===== config.mk =====
export PLATFORM = sky130hd
export DESIGN_NAME = cp1252_utf8_transcoder_core
export DESIGN_NICKNAME = d
export VERILOG_FILES = /design/src/design/cpu8_pkg.sv /design/src/design/cp1252_utf8_transcoder_core.sv /design/src/design/cpu8_front.sv /design/src/design/cpu8_queue.sv /design/src/design/cpu8_back.sv
export SDC_FILE = /design/constraint.sdc
export NUM_CORES = 1
export LEC_CHECK = 0
export BUFFER_PORTS_ARGS = -buffer_cell sky130_fd_sc_hd__buf_2
export CAP_MARGIN = 30
export CORE_ASPECT_RATIO = 1.1
export CORE_MARGIN = 2
export CORE_UTILIZATION = 30
export DETAILED_ROUTE_END_ITERATION = 8
export SYNTH_ARGS = -nofsm -noshare
export SYNTH_HDL_FRONTEND = slang
export SYNTH_SLANG_ARGS = --single-unit

===== constraint.sdc =====
create_clock -name i_clk -period 2.8 [get_ports i_clk]
set_clock_uncertainty 0.05 [all_clocks]
set_input_delay 0.28 -clock i_clk [delete_from_list [all_inputs] [get_ports i_clk]]
set_output_delay 0.28 -clock i_clk [all_outputs]
set_load 0.1 [all_outputs]

===== src/design/cpu8_pkg.sv =====
`timescale 1ns / 1ps
// ----------------------------------------------------------------------------
// cpu8_pkg
// Shared types, the code page 1252 high-half table and its reverse lookup.
// ----------------------------------------------------------------------------
package cpu8_pkg;

    // one classified item: up to three output words and their flags
    typedef struct packed {
        logic [1:0]      cnt;      // number of words, 1 to 3
        logic [2:0][7:0] bytes;    // word 0 goes out first
        logic            bad;
        logic            str_end;
    } t_job;

    typedef struct packed {
        logic       ok;
        logic [7:0] code;
    } t_map;

    // code points of 1252 bytes 80-9F; zero marks an undefined code
    function automatic logic [15:0] high_cp(input logic [4:0] idx);
        logic [15:0] cp;
        unique case (idx)
            5'd0:  cp = 16'h20AC;
            5'd1:  cp = 16'h0000;
            5'd2:  cp = 16'h201A;
            5'd3:  cp = 16'h0192;
            5'd4:  cp = 16'h201E;
            5'd5:  cp = 16'h2026;
            5'd6:  cp = 16'h2020;
            5'd7:  cp = 16'h2021;
            5'd8:  cp = 16'h02C6;
            5'd9:  cp = 16'h2030;
            5'd10: cp = 16'h0160;
            5'd11: cp = 16'h2039;
            5'd12: cp = 16'h0152;
            5'd13: cp = 16'h0000;
            5'd14: cp = 16'h017D;
            5'd15: cp = 16'h0000;
            5'd16: cp = 16'h0000;
            5'd17: cp = 16'h2018;
            5'd18: cp = 16'h2019;
            5'd19: cp = 16'h201C;
            5'd20: cp = 16'h201D;
            5'd21: cp = 16'h2022;
            5'd22: cp = 16'h2013;
            5'd23: cp = 16'h2014;
            5'd24: cp = 16'h02DC;
            5'd25: cp = 16'h2122;
            5'd26: cp = 16'h0161;
            5'd27: cp = 16'h203A;
            5'd28: cp = 16'h0153;
            5'd29: cp = 16'h0000;
            5'd30: cp = 16'h017E;
            5'd31: cp = 16'h0178;
            default: cp = 16'h0000;
        endcase
        return cp;
    endfunction

    // map a code point back to a 1252 byte; compares run in parallel
    function automatic t_map to_1252(input logic [15:0] cp);
        t_map        m;
        logic [15:0] ent;
        m.ok   = 1'b0;
        m.code = 8'h00;
        if (cp < 16'h0080 || (cp >= 16'h00A0 && cp <= 16'h00FF)) begin
            m.ok   = 1'b1;
            m.code = cp[7:0];
        end else begin
            for (int i = 0; i < 32; i++) begin
                ent = high_cp(5'(i));
                if (ent != 16'h0000 && ent == cp) begin
                    m.ok   = 1'b1;
                    m.code = 8'h80 | 8'(i);
                end
            end
        end
        return m;
    endfunction

endpackage


===== src/design/cp1252_utf8_transcoder_core.sv =====
`timescale 1ns / 1ps
// ----------------------------------------------------------------------------
// cp1252_utf8_transcoder_core
// Windows-1252 to UTF-8 and UTF-8 to Windows-1252 transcoder, one word in.
// ----------------------------------------------------------------------------
// The front part takes one input word per cycle whenever the two-entry job
// queue has room, and the back part sends one output word per cycle while
// the output is not stalled. An encoded character gives one to three output
// words, so the single output port sets the sustained rate; decode words
// that open or extend a sequence give no output. An accepted word's job goes
// through a queue entry and the back part's job register before it is sent.
// Write the encoding register only while the block is idle.
module cp1252_utf8_transcoder_core
    import cpu8_pkg::*;
(
    input  logic       i_clk,
    input  logic       i_rst_n,
    input  logic       i_cfg_we,
    input  logic       i_cfg_wdata,
    input  logic       i_in_valid,
    output logic       o_in_stall,
    input  logic       i_op,
    input  logic [7:0] i_in_byte,
    input  logic       i_string_last,
    output logic       o_out_valid,
    input  logic       i_out_stall,
    output logic [7:0] o_out_byte,
    output logic       o_bad_char,
    output logic       o_run_last,
    output logic       o_string_end
);

    logic r_active;
    logic accept;
    logic push;
    logic pop;
    logic full;
    logic empty;
    t_job f_job;
    t_job q_job;

    // hold the encoding register
    always_ff @(posedge i_clk) begin
        if (!i_rst_n) begin
            r_active <= 1'b0;
        end else if (i_cfg_we) begin
            r_active <= i_cfg_wdata;
        end
    end

    assign o_in_stall = full;
    assign accept     = i_in_valid && !full;

    cpu8_front u_front (
        .i_clk         (i_clk),
        .i_rst_n       (i_rst_n),
        .i_active      (r_active),
        .i_accept      (accept),
        .i_op          (i_op),
        .i_in_byte     (i_in_byte),
        .i_string_last (i_string_last),
        .o_push        (push),
        .o_job         (f_job)
    );

    cpu8_queue u_queue (
        .i_clk   (i_clk),
        .i_rst_n (i_rst_n),
        .i_push  (push),
        .i_job   (f_job),
        .i_pop   (pop),
        .o_full  (full),
        .o_empty (empty),
        .o_job   (q_job)
    );

    cpu8_back u_back (
        .i_clk        (i_clk),
        .i_rst_n      (i_rst_n),
        .i_empty      (empty),
        .i_job        (q_job),
        .o_pop        (pop),
        .o_out_valid  (o_out_valid),
        .i_out_stall  (i_out_stall),
        .o_out_byte   (o_out_byte),
        .o_bad_char   (o_bad_char),
        .o_run_last   (o_run_last),
        .o_string_end (o_string_end)
    );

endmodule


===== src/design/cpu8_front.sv =====
`timescale 1ns / 1ps
// ----------------------------------------------------------------------------
// cpu8_front
// Accepts input words, tracks the UTF-8 sequence and string state, and
// classifies each word into a job of zero to three output words.
// ----------------------------------------------------------------------------
module cpu8_front
    import cpu8_pkg::*;
(
    input  logic       i_clk,
    input  logic       i_rst_n,
    input  logic       i_active,
    input  logic       i_accept,
    input  logic       i_op,
    input  logic [7:0] i_in_byte,
    input  logic       i_string_last,
    output logic       o_push,
    output t_job       o_job
);

    logic [15:0] r_pcode,  n_pcode;
    logic [1:0]  r_pcount, n_pcount;
    logic [1:0]  r_seqlen, n_seqlen;
    logic        r_failed, n_failed;

    logic        do_err;
    logic        do_map;
    logic [15:0] map_cp;
    logic [15:0] enc_cp;
    logic [15:0] cont_code;
    t_map        map_res;

    // hold sequence and string state
    always_ff @(posedge i_clk) begin
        if (!i_rst_n) begin
            r_pcode  <= '0;
            r_pcount <= '0;
            r_seqlen <= '0;
            r_failed <= 1'b0;
        end else begin
            r_pcode  <= n_pcode;
            r_pcount <= n_pcount;
            r_seqlen <= n_seqlen;
            r_failed <= n_failed;
        end
    end

    assign enc_cp    = (i_in_byte[7:5] == 3'b100) ? high_cp(i_in_byte[4:0])
                                                  : {8'h00, i_in_byte};
    assign cont_code = {r_pcode[9:0], i_in_byte[5:0]};
    assign map_res   = to_1252(map_cp);

    // classify the word and advance the state
    always_comb begin
        n_pcode  = r_pcode;
        n_pcount = r_pcount;
        n_seqlen = r_seqlen;
        n_failed = r_failed;
        do_err   = 1'b0;
        do_map   = 1'b0;
        map_cp   = {8'h00, i_in_byte};
        o_push   = 1'b0;
        o_job    = '0;
        o_job.str_end = i_string_last;

        if (i_accept) begin
            priority if (r_failed) begin
                do_err = i_string_last;
            end else if (!i_active) begin
                do_err = 1'b1;
            end else if (!i_op) begin
                // encode one 1252 byte
                if (r_pcount != 2'd0 || enc_cp == 16'h0000 && i_in_byte[7]) begin
                    do_err = 1'b1;
                end else begin
                    o_push = 1'b1;
                    if (i_string_last) begin
                        n_failed = 1'b0;
                    end
                    priority if (enc_cp < 16'h0080) begin
                        o_job.cnt      = 2'd1;
                        o_job.bytes[0] = enc_cp[7:0];
                    end else if (enc_cp < 16'h0800) begin
                        o_job.cnt      = 2'd2;
                        o_job.bytes[0] = {3'b110, enc_cp[10:6]};
                        o_job.bytes[1] = {2'b10, enc_cp[5:0]};
                    end else begin
                        o_job.cnt      = 2'd3;
                        o_job.bytes[0] = {4'hE, enc_cp[15:12]};
                        o_job.bytes[1] = {2'b10, enc_cp[11:6]};
                        o_job.bytes[2] = {2'b10, enc_cp[5:0]};
                    end
                end
            end else if (r_pcount == 2'd0) begin
                // decode a lead byte
                priority if (!i_in_byte[7]) begin
                    do_map = 1'b1;
                end else if (i_in_byte >= 8'hC2 && i_in_byte <= 8'hDF) begin
                    n_pcode  = {11'd0, i_in_byte[4:0]};
                    n_pcount = 2'd1;
                    n_seqlen = 2'd2;
                    do_err   = i_string_last;
                end else if (i_in_byte[7:4] == 4'hE) begin
                    n_pcode  = {12'd0, i_in_byte[3:0]};
                    n_pcount = 2'd2;
                    n_seqlen = 2'd3;
                    do_err   = i_string_last;
                end else begin
                    do_err = 1'b1;
                end
            end else if (i_in_byte[7:6] != 2'b10) begin
                do_err = 1'b1;
            end else begin
                // decode a continuation byte
                n_pcode  = cont_code;
                n_pcount = r_pcount - 2'd1;
                if (r_pcount != 2'd1) begin
                    do_err = i_string_last;
                end else if (r_seqlen == 2'd3 && cont_code < 16'h0800) begin
                    do_err = 1'b1;
                end else begin
                    do_map = 1'b1;
                    map_cp = cont_code;
                end
            end

            // emit a decoded code point
            if (do_map) begin
                if (map_res.ok) begin
                    n_pcode  = '0;
                    n_pcount = '0;
                    n_seqlen = '0;
                    if (i_string_last) begin
                        n_failed = 1'b0;
                    end
                    o_push         = 1'b1;
                    o_job.cnt      = 2'd1;
                    o_job.bytes[0] = map_res.code;
                end else begin
                    do_err = 1'b1;
                end
            end

            // drop the sequence and report the error
            if (do_err) begin
                n_pcode   = '0;
                n_pcount  = '0;
                n_seqlen  = '0;
                n_failed  = !i_string_last;
                o_push    = 1'b1;
                o_job.cnt = 2'd1;
                o_job.bytes = '0;
                o_job.bad = 1'b1;
            end
        end
    end

endmodule


===== src/design/cpu8_queue.sv =====
`timescale 1ns / 1ps
// ----------------------------------------------------------------------------
// cpu8_queue
// Two-entry job queue between the front and back parts.
// ----------------------------------------------------------------------------
module cpu8_queue
    import cpu8_pkg::*;
(
    input  logic i_clk,
    input  logic i_rst_n,
    input  logic i_push,
    input  t_job i_job,
    input  logic i_pop,
    output logic o_full,
    output logic o_empty,
    output t_job o_job
);

    t_job       r_mem [2];
    logic       r_wp, n_wp;
    logic       r_rp, n_rp;
    logic [1:0] r_cnt, n_cnt;

    assign o_full  = (r_cnt == 2'd2);
    assign o_empty = (r_cnt == 2'd0);
    assign o_job   = r_mem[r_rp];

    // advance pointers and fill level
    always_comb begin
        n_wp  = r_wp ^ i_push;
        n_rp  = r_rp ^ i_pop;
        n_cnt = r_cnt + 2'(i_push) - 2'(i_pop);
    end

    always_ff @(posedge i_clk) begin
        if (!i_rst_n) begin
            r_wp  <= 1'b0;
            r_rp  <= 1'b0;
            r_cnt <= '0;
        end else begin
            r_wp  <= n_wp;
            r_rp  <= n_rp;
            r_cnt <= n_cnt;
        end
    end

    // store the pushed job
    always_ff @(posedge i_clk) begin
        if (i_push) begin
            r_mem[r_wp] <= i_job;
        end
    end

endmodule


===== src/design/cpu8_back.sv =====
`timescale 1ns / 1ps
// ----------------------------------------------------------------------------
// cpu8_back
// Takes jobs from the queue and sends their words out one per cycle unless stalled.
// ----------------------------------------------------------------------------
module cpu8_back
    import cpu8_pkg::*;
(
    input  logic       i_clk,
    input  logic       i_rst_n,
    input  logic       i_empty,
    input  t_job       i_job,
    output logic       o_pop,
    output logic       o_out_valid,
    input  logic       i_out_stall,
    output logic [7:0] o_out_byte,
    output logic       o_bad_char,
    output logic       o_run_last,
    output logic       o_string_end
);

    t_job       r_job;
    logic       r_busy;
    logic [1:0] r_idx, n_idx;
    logic       done;

    assign o_out_valid  = r_busy;
    assign o_out_byte   = r_job.bytes[r_idx];
    assign o_bad_char   = r_job.bad;
    assign o_run_last   = (r_idx == r_job.cnt - 2'd1);
    assign o_string_end = r_job.str_end;

    assign done  = r_busy && !i_out_stall && o_run_last;
    assign o_pop = !i_empty && (!r_busy || done);

    // step through the words of the current job
    always_comb begin
        n_idx = r_idx;
        if (o_pop) begin
            n_idx = 2'd0;
        end else if (r_busy && !i_out_stall) begin
            n_idx = r_idx + 2'd1;
        end
    end

    always_ff @(posedge i_clk) begin
        if (!i_rst_n) begin
            r_busy <= 1'b0;
            r_idx  <= '0;
        end else begin
            r_idx <= n_idx;
            if (o_pop) begin
                r_busy <= 1'b1;
            end else if (done) begin
                r_busy <= 1'b0;
            end
        end
    end

    // load the next job
    always_ff @(posedge i_clk) begin
        if (o_pop) begin
            r_job <= i_job;
        end
    end

endmodule


==> flow_metrics.tcl, run 1 <==
set metrics [dict create \
    fin_nets 807 \
    io_pins 29 \
    fillers 2009 \
    clk_pin_slew_ns 0.07 \
    r2r_start "u_front.r_pcode[6]$_SDFFE_PN0P_" \
    post_synth_num_cell_types 93 \
    die_x_um 142 \
    ys_ff_latch 101 \
    layout_commonest_cell "buf_4" \
    clk_path_buf_depth 2 \
    grt_setup_unrepaired "yes" \
    arrival_ns 2.84 \
    cp-endpoint "u_queue.r_mem[0][3]$_DFFE_PP_" \
    grtUsageMet3_pct 2.33 \
    port_buffers 28 \
    clock-root-buffer "clkbuf_16" \
    clk_latency_ns 0.35 \
    period_needed_ns 2.80 \
    postRouteAntennaNets 0 \
    r2r_slack_ns 0.001 \
    yosysTopAreaCell "edfxtp_1" \
    outcome "complete, no violations" \
    synth_edf_count 78 \
    synthesis.nets 656 \
    die_h_um 156 \
    num_rows 55 \
    tightest_slew_ns 0.496 \
    crit_path_start_kind "register" \
    grt_use_met2_pct 28.2 \
    cts_sinks 101 \
    syn_area_um2 6300 \
    synth.top_cell.area_share_pct 37.2 \
    avgSynthCellArea_um2 10.0 \
    setup_tns_ns 0 \
    final-seq-area_um2 2810 \
    p_leak_nw 3.09 \
    setup_viol 0 \
    netlist_instances 627 \
    drv_cap 0 \
    synth_ff_type "edfxtp_1" \
    p_per_area_nw_per_um2 646 \
    max_freq_mhz 357 \
    wire_per_inst_um 17.5 \
    synth_seq_area_share_pct 44.5 \
    n_antenna_cell 0 \
    totalWireLength_mm 18.2 \
    rr_worst_depth 9 \
    crit_required_ns 2.84 \
    grt_max_degree 28 \
    drt_first_pass_iters 5 \
    grt_pass1_wl_mm 28.6 \
    hold_slack_ns 0.128 \
    gp_congestion 0.897 \
    drive_above_1_share_pct 36.8 \
    cts_tree "built" \
    worstSetupPathType "reg2reg" \
    dieArea_um2 22200 \
    final_util_pct 40.3 \
    core_area_um2 20600 \
    use_met1_pct 20.8 \
    final_cell_mix "buf_4, edfxtp_1, nor2_1, nand2_1" \
    busiest_layer "met2" \
    cts_buffers 9 \
    grt_overflow 0 \
    vias 5506 \
    path_max_fanout 4 \
    post-route-period-util_pct 100 \
    antenna_found_initial 0 \
    grt_pass1_vias 5359 \
    viasPerCell 5.30 \
    hpwl_mm 13.9 \
    maxSlewHeadroom_pct 66.5 \
    htree_levels 3 \
    finalHoldViolations 0 \
    grt_usage_pct 16.5 \
    synthTopCellsByArea "edfxtp_1, dfxtp_1, mux2_2" \
    floorplan.initialDensity_pct 30.6 \
    end_kind "register" \
    ctsHoldBuffers 0 \
    drt_iter0_markers 455 \
    slew_viol_final 0 \
    syn_to_final_growth_pct 31.7 \
    async_flop_share_pct 0 \
    peakVddDrop_uv 304 \
    r2r_end "u_queue.r_mem[0][3]$_DFFE_PP_" \
    critPathLaunch "u_front.r_pcode[6]$_SDFFE_PN0P_" \
    synth_warnings 0 \
    drc 0 \
    multi_input_area_um2 3450 \
    hold_class "in2reg" \
]
power breakdown:
group / switching [W] / internal, W
clock: 0.000575 / 0.000714
sequential: 0.0000874 / 0.00202
combinational: 0.00136 / 0.000599
sequential cells by signal (all words and copies together) (netlist names), 2 cells and up:
signal	count
u_back.r_idx	2
u_back.r_job	24
u_front.r_pcode	10
u_front.r_pcount	2
u_front.r_seqlen	2
u_queue.r_cnt	2
u_queue.r_mem	52
worst min-delay path by stage:
stage	cells past startpoint	startpoint	to	slack (ns)
after floorplan	0	i_string_last	u_queue.r_mem[0][0]$_DFFE_PP_	0.33
after global placement	2	u_queue.r_cnt[0]$_SDFF_PN0_	u_back.o_out_valid$_SDFFE_PN0P_	0.45
after detailed placement	2	u_queue.r_cnt[0]$_SDFF_PN0_	u_back.o_out_valid$_SDFFE_PN0P_	0.45
after CTS	3	i_cfg_wdata	r_active$_SDFFE_PN0P_	0.13
after global routing	1	i_string_last	u_queue.r_mem[1][0]$_DFFE_PP_	0.14
final	3	i_cfg_wdata	r_active$_SDFFE_PN0P_	0.13
layer usage:
layer	vias up	share of wire (%)
met5	-	0
met4	0	3.1
met1	2656	44
met2	134	49
met3	32	3.9
li1	2684	-
synth_stat cells, types with 7 or more instances:
cell,instances
edfxtp_1,78
nor2_1,56
nand2_1,51
o21ai_0,34
mux2_2,28
a21oi_1,26
dfxtp_1,23
inv_1,22
nand3_1,19
nor2b_1,15
nor3_1,15
buf_2,14
clkbuf_1,14
ha_1,13
a22o_1,11
and2_1,11
mux2i_1,10
nand2b_1,10
nand4_1,9
a31oi_1,8
nor4_1,7
critical path, cell delays in order (launching register included):
cell     delay (ns)
dfxtp_2        0.32
or4_4          0.53
o41a_1         0.38
o21ai_2        0.12
buf_6          0.14
nor4_2         0.04
o21a_1         0.21
o32a_1         0.39
o31ai_2        0.25
a21oi_2        0.10
metrics by stage:
stage	cells	power (W)	area (um2)	setup WS, ns
2_1_floorplan	627	0.00359	6320	-0.0954
3_3_place_gp	1015	0.00408	7690	-0.218
3_5_place_dp	1015	0.00409	7690	-0.232
4_1_cts	1035	0.00539	8090	0.00894
5_1_grt	1039	0.00561	8300	-0.119
6_report	1039	0.00536	8300	0.00118
kinds of logic (layout without fill, tap and decap cells):
| logic type | Yosys count | after routing | share of synthesized area [%] |
|---|---|---|---|
| AOI/OAI and AO/OA | 165 | 165 | 19.2 |
| xor gates and xnor gates | 7 | 7 | 0.973 |
| muxes | 39 | 39 | 6.95 |
| buffers and inverters | 59 | 215 | 4.41 |
| DFF | 101 | 101 | 44.5 |
| adders and majority gates | 13 | 13 | 2.58 |
| and+or+nand+nor | 243 | 243 | 21.4 |
timing repair:
item,4_1_cts,5_1_grt
pin swaps,10,17
hold endpoints to repair,0,0
setup endpoints to repair,14,24
gates resized for setup,12,38
buffers inserted,4,4
layout make-up:
class,instances,share of cell area (%)
Multi-Input combinational cell,467,41.6
Sequential cell,101,33.9
Timing Repair Buffer,176,15.9
Tap cell,256,3.86
Clock buffer,9,2.71
Clock inverter,7,1.10
Inverter,23,1.04
No activity file was read; power rests on OpenSTA's default activity.
==> run 2, diff against run 1 <==
Settings changed: CORE_ASPECT_RATIO 1.1 to not set.
==> run 2 against run 1 <==
Net effect: the run now ends with negative setup slack left; via count is 1.0% higher; count of clock-buffer cells in the layout did not move; design area grew 0.33%; wire length is 1.6% higher; non-clock buffer count is 10 higher; hold slack got worse by 0.018 ns; sequential share of layout area shrank 0.16 points; worst setup slack worse by 0.010 ns; critical endpoint is now u_queue.r_mem[1][9]$_DFFE_PP_; largest cell class unchanged; combinational power rose by 2%; die area hardly changed.
==> flow_metrics.tcl, run 2 (synthesized netlist as in run 1, its figures left out) <==
set metrics [dict create \
    outcome "finished with violations" \
    violations "negative setup slack" \
    num_rows 53 \
    die_h_um 149 \
    power_w 0.00535 \
    gp_congestion 0.955 \
    top_register "u_queue.r_mem" \
    end_kind "register" \
    finalHoldViolations 0 \
    setup_tns_ns -0.0350 \
    worstHoldStart "i_cfg_wdata" \
    cts_buffers 9 \
    htree_levels 3 \
    clock-root-buffer "clkbuf_16" \
    cp_common_cell "buf_4" \
    io_pins 29 \
    antenna_found_initial 0 \
    fin_nets 817 \
    clk_latency_ns 0.36 \
    max_freq_mhz 356 \
    core_area_um2 20800 \
    drt_first_pass_iters 5 \
    cts_tree "built" \
    maxSlewHeadroom_pct 59.4 \
    floorplan.initialDensity_pct 30.3 \
    crit_chain "or4_4 > o41a_1 > buf_4 > o2111ai_4 > o22ai_2 > nor4_2 > buf_4 > nand2_4 > o221ai_4 > buf_12 > a211oi_4" \
    post-route-period-util_pct 100 \
    hold_class "in2reg" \
    wire_per_inst_um 17.3 \
    top_regs "u_queue.r_mem (52), u_back.r_job (24), u_front.r_pcode (10)" \
    final_util_pct 40.0 \
    critPathMaxStageDelay_ns 0.56 \
    postRouteAntennaNets 0 \
    hold_depth 3 \
    n_antenna_cell 0 \
    port_buffers 28 \
    syn_to_final_growth_pct 32.2 \
    layout_commonest_cell "buf_4" \
    slew_viol_final 0 \
    grt_pass1_wl_mm 29.3 \
    clk_path_buf_depth 2 \
    place_ws_ns -0.228 \
    r2r_slack_ns -0.009 \
    hold_end "r_active$_SDFFE_PN0P_" \
    rr_worst_depth 11 \
    p_leak_nw 3.14 \
    grt_setup_unrepaired "yes" \
    arrival_ns 2.84 \
    grt_max_degree 28 \
    grt_pass1_vias 5424 \
    ctsHoldBuffers 0 \
    vias 5562 \
    path_buf_inv 3 \
    crit_required_ns 2.83 \
    drt_iter0_markers 410 \
    drive_above_1_share_pct 36.6 \
    hpwl_mm 13.9 \
    r2r_end "u_queue.r_mem[1][9]$_DFFE_PP_" \
    cp_top_family "simple AND/OR/NAND/NOR gates" \
    peakVddDrop_uv 452 \
    path_max_fanout 6 \
    totalWireLength_mm 18.5 \
    cts_sinks 101 \
    crit_path_start_kind "register" \
    drc 0 \
    period_needed_ns 2.81 \
    tightest_slew_ns 0.601 \
    cpMaxStageDelayCell "or4_4" \
    dieArea_um2 22200 \
    final_cell_mix "buf_4, edfxtp_1, nor2_1, nand2_1" \
    fillers 2092 \
    largest_reg_flops 52 \
    setup_viol 6 \
    r2r_start "u_front.r_pcode[6]$_SDFFE_PN0P_" \
    die_x_um 149 \
    grt_usage_pct 16.9 \
    worstSetupPathType "reg2reg" \
    p_per_area_nw_per_um2 643 \
    finalWorstSetupSlack_ns -0.00897 \
    viasPerCell 5.21 \
    clk_pin_slew_ns 0.08 \
    drv_cap 0 \
    grt_overflow 0 \
]
==> run 2: changes by cell type in the layout (fill, tap and decap cells not counted), moves of 2 or more <==
| cell | delta |
|---|---|
| buf_6 | -4 |
| inv_2 | -2 |
| buf_4 | +13 |
| a211oi_2 | -2 |
| inv_1 | +2 |
| nor4_4 | -2 |
| nor4_1 | +2 |
==> run 2: timing repair <==
| action | CTS | global route |
|---|---|---|
| endpoints found under the hold margin | 0 | 0 |
| buffers inserted | 1 | 1 |
| pin swaps | 13 | 12 |
| resized for setup | 25 | 11 |
| endpoints found under the setup margin | 16 | 26 |
==> run 2: layer usage <==
metal / share of wire [%] / GRT usage, %
met1: 46 / 22.9
met2: 47 / 27.9
met3: 4.6 / 2.97
met4: 1.7 / 4.76
met5: 0 / 0
==> run 2: report_power, final <==
part | internal [W] | leakage, nW | total [W] | switching, W
Sequential | 0.00202 | 0.914 | 0.00210 | 0.0000818
Clock | 0.000633 | 0.147 | 0.00125 | 0.000613
Combinational | 0.000626 | 2.08 | 0.00200 | 0.00137
Total | 0.00328 | 3.14 | 0.00535 | 0.00207
==> run 2: layout make-up <==
| type | count | area (um2) | area share (%) |
|---|---|---|---|
| flip-flops and latches | 101 | 2810 | 33.7 |
| clock inverters | 7 | 73.8 | 0.887 |
| clock buffers | 9 | 225 | 2.71 |
| well taps | 275 | 344 | 4.13 |
| inverters | 23 | 86.3 | 1.04 |
| repair buffers | 186 | 1390 | 16.7 |
| multi-input cells | 467 | 3400 | 40.8 |
==> run 2: stage by stage <==
step | hold WS (ns) | std cells | instance area, um2
5_1_grt | 0.129 | 1068 | 8330
4_1_cts | 0.106 | 1067 | 8260
6_report | 0.110 | 1068 | 8330
3_3_place_gp | 0.472 | 1051 | 7840
3_5_place_dp | 0.478 | 1051 | 7840
2_1_floorplan | 0.329 | 627 | 6320
==> run 2: worst max-delay path by stage <==
stage | startpoint | endpoint | slack (ns) | cells after the start
3_5_place_dp | i_in_byte[1] | u_queue.r_mem[0][6]$_DFFE_PP_ | -0.23 | 12
5_1_grt | u_front.r_pcode[6]$_SDFFE_PN0P_ | u_queue.r_mem[1][9]$_DFFE_PP_ | -0.12 | 11
4_1_cts | u_front.r_pcode[9]$_SDFFE_PN0P_ | u_queue.r_mem[1][3]$_DFFE_PP_ | -0.07 | 9
6_report | u_front.r_pcode[6]$_SDFFE_PN0P_ | u_queue.r_mem[1][9]$_DFFE_PP_ | -0.009 | 11
3_3_place_gp | i_in_byte[1] | u_queue.r_mem[1][2]$_DFFE_PP_ | -0.16 | 12
2_1_floorplan | i_in_byte[2] | u_queue.r_mem[1][0]$_DFFE_PP_ | -0.1 | 8
==> run 2: worst register-to-register path: cells and delay by family (launching register included) <==
| family | cells | cell delay [ns] |
|---|---|---|
| AOI/OAI and AO/OA | 5 | 0.77 |
| buffers and inverters | 3 | 0.50 |
| DFF | 1 | 0.33 |
| and+or+nand+nor | 3 | 0.89 |
==> run 3, diff against run 2 <==
Settings changed: PLACE_DENSITY_LB_ADDON set to 0.08.
==> run 3 against run 2 <==
Net effect: the run still ends with negative setup slack left; sequential cell count stayed put; first-iteration DRC count shrank 27%; cell count rose by 0.84%; wire length increased by 11%; die area unchanged; via count barely moved; highest routed layer unchanged; worst setup slack worse by 0.070 ns; critical path depth decreased by 1.
==> flow_metrics.tcl, run 3 (synthesized netlist as in run 1, its figures left out) <==
set metrics [dict create \
    htree_levels 3 \
    period_needed_ns 2.88 \
    postRouteAntennaNets 0 \
    dieArea_um2 22200 \
    viasPerCell 5.17 \
    cts_sinks 101 \
    grt_pass1_vias 5665 \
    setup_viol 12 \
    hold_class "in2reg" \
    drv_cap 0 \
    r2r_slack_ns -0.08 \
    gp_congestion 0.889 \
    final_cell_mix "buf_4, edfxtp_1, nor2_1, nand2_1, mux2_2" \
    io_pins 29 \
    tightest_slew_ns 0.685 \
    num_rows 53 \
    arrival_ns 2.93 \
    top_register "u_queue.r_mem" \
    die_x_um 149 \
    drc 0 \
    crit_required_ns 2.85 \
    core_area_um2 20800 \
    worstHoldStart "i_cfg_wdata" \
    clock-root-buffer "clkbuf_16" \
    maxSlewHeadroom_pct 53.7 \
    largest_reg_flops 52 \
    r2r_start "u_front.r_pcode[6]$_SDFFE_PN0P_" \
    busiest_layer "met2" \
    violations "negative setup slack" \
    max_freq_mhz 347 \
    clk_path_buf_depth 2 \
    power_w 0.00537 \
    port_buffers 28 \
    clk_pin_slew_ns 0.08 \
    ctsHoldBuffers 0 \
    grt_setup_unrepaired "yes" \
    grt_use_met2_pct 33.0 \
    floorplan.initialDensity_pct 30.3 \
    n_antenna_cell 0 \
    clk_latency_ns 0.35 \
    syn_to_final_growth_pct 35.3 \
    hpwl_mm 16.2 \
    end_kind "register" \
    path_max_fanout 4 \
    finalWorstSetupSlack_ns -0.0787 \
    cts_tree "built" \
    grt_pass1_wl_mm 31.9 \
    rr_worst_depth 10 \
    place_ws_ns -0.464 \
    hold_end "r_active$_SDFFE_PN0P_" \
    grt_max_degree 27 \
    peakVddDrop_uv 286 \
    layout_commonest_cell "buf_4" \
    cts_buffers 9 \
    setup_tns_ns -0.378 \
    grt_overflow 0 \
    p_leak_nw 3.19 \
    totalWireLength_mm 20.5 \
    p_per_area_nw_per_um2 629 \
    wire_per_inst_um 19.1 \
    worstSetupPathType "reg2reg" \
    grtUsageMet3_pct 2.14 \
    drt_first_pass_iters 5 \
    outcome "finished with violations" \
    crit_path_start_kind "register" \
    slew_viol_final 0 \
    antenna_found_initial 0 \
    vias 5563 \
    use_met1_pct 24.2 \
    hold_depth 3 \
    finalHoldViolations 0 \
    post-route-period-util_pct 103 \
    grt_usage_pct 18.7 \
    fin_nets 826 \
    r2r_end "u_queue.r_mem[0][3]$_DFFE_PP_" \
    drive_above_1_share_pct 38.7 \
    top_regs "u_queue.r_mem (52), u_back.r_job (24), u_front.r_pcode (10)" \
    die_h_um 149 \
    drt_iter0_markers 299 \
]
[run 3: repair_timing]
action / 4_1_cts / 5_1_grt
gates cloned: 0 / 1
buffers inserted: 2 / 7
setup endpoints to repair: 71 / 97
gates resized for setup: 19 / 47
pin swaps: 6 / 20
[run 3: per-stage QoR]
step / util, % / hold WS, ns / instances / area [um2]
3_3_place_gp: 37.7 / 0.463 / 1051 / 7840
3_5_place_dp: 37.7 / 0.482 / 1051 / 7840
6_report: 40.9 / 0.131 / 1077 / 8520
5_1_grt: 40.9 / 0.141 / 1077 / 8520
4_1_cts: 39.5 / 0.121 / 1069 / 8230
2_1_floorplan: - / 0.329 / 627 / 6320
[run 3: critical path, cell delays in order (launching register included)]
cell,delay [ns]
dfxtp_2,0.33
or4_4,0.53
o41a_1,0.37
o21ai_2,0.12
buf_6,0.14
nor4_1,0.05
o21a_1,0.20
o32a_1,0.38
o31ai_2,0.24
buf_4,0.16
a21oi_2,0.06
[run 3: area by class of cell]
| class | count | area, um2 |
|---|---|---|
| Inverter | 23 | 86.3 |
| Clock buffer | 10 | 229 |
| Timing Repair Buffer | 194 | 1460 |
| Clock inverter | 6 | 56.3 |
| Multi-Input combinational cell | 468 | 3540 |
| Fill cell | 2105 | 12300 |
| Tap cell | 275 | 344 |
| Sequential cell | 101 | 2810 |
[run 3: worst max path at each step]
stage,slack (ns),end,cells after the start,from
2_1_floorplan,-0.1,u_queue.r_mem[1][0]$_DFFE_PP_,8,i_in_byte[2]
3_3_place_gp,-0.40,u_queue.r_mem[1][14]$_DFFE_PP_,11,i_in_byte[2]
3_5_place_dp,-0.46,u_queue.r_mem[0][26]$_DFFE_PP_,14,i_in_byte[0]
4_1_cts,-0.11,u_queue.r_mem[0][3]$_DFFE_PP_,10,u_front.r_pcode[6]$_SDFFE_PN0P_
5_1_grt,-0.15,u_queue.r_mem[1][6]$_DFFE_PP_,13,u_front.r_pcount[1]$_SDFFE_PN0P_
6_report,-0.08,u_queue.r_mem[0][3]$_DFFE_PP_,10,u_front.r_pcode[6]$_SDFFE_PN0P_
[run 3: power breakdown]
part | internal, W | switching, W | total, W
clock | 0.000621 | 0.000584 | 0.00121
sequential | 0.00202 | 0.0000787 | 0.00210
combinational | 0.000647 | 0.00141 | 0.00206
[run 3: per-layer routing]
metal	part of all wire, %	vias to the layer above
met5	0	-
met4	2.3	0
met3	2.3	26
met2	50	106
met1	45	2703
li1	-	2728
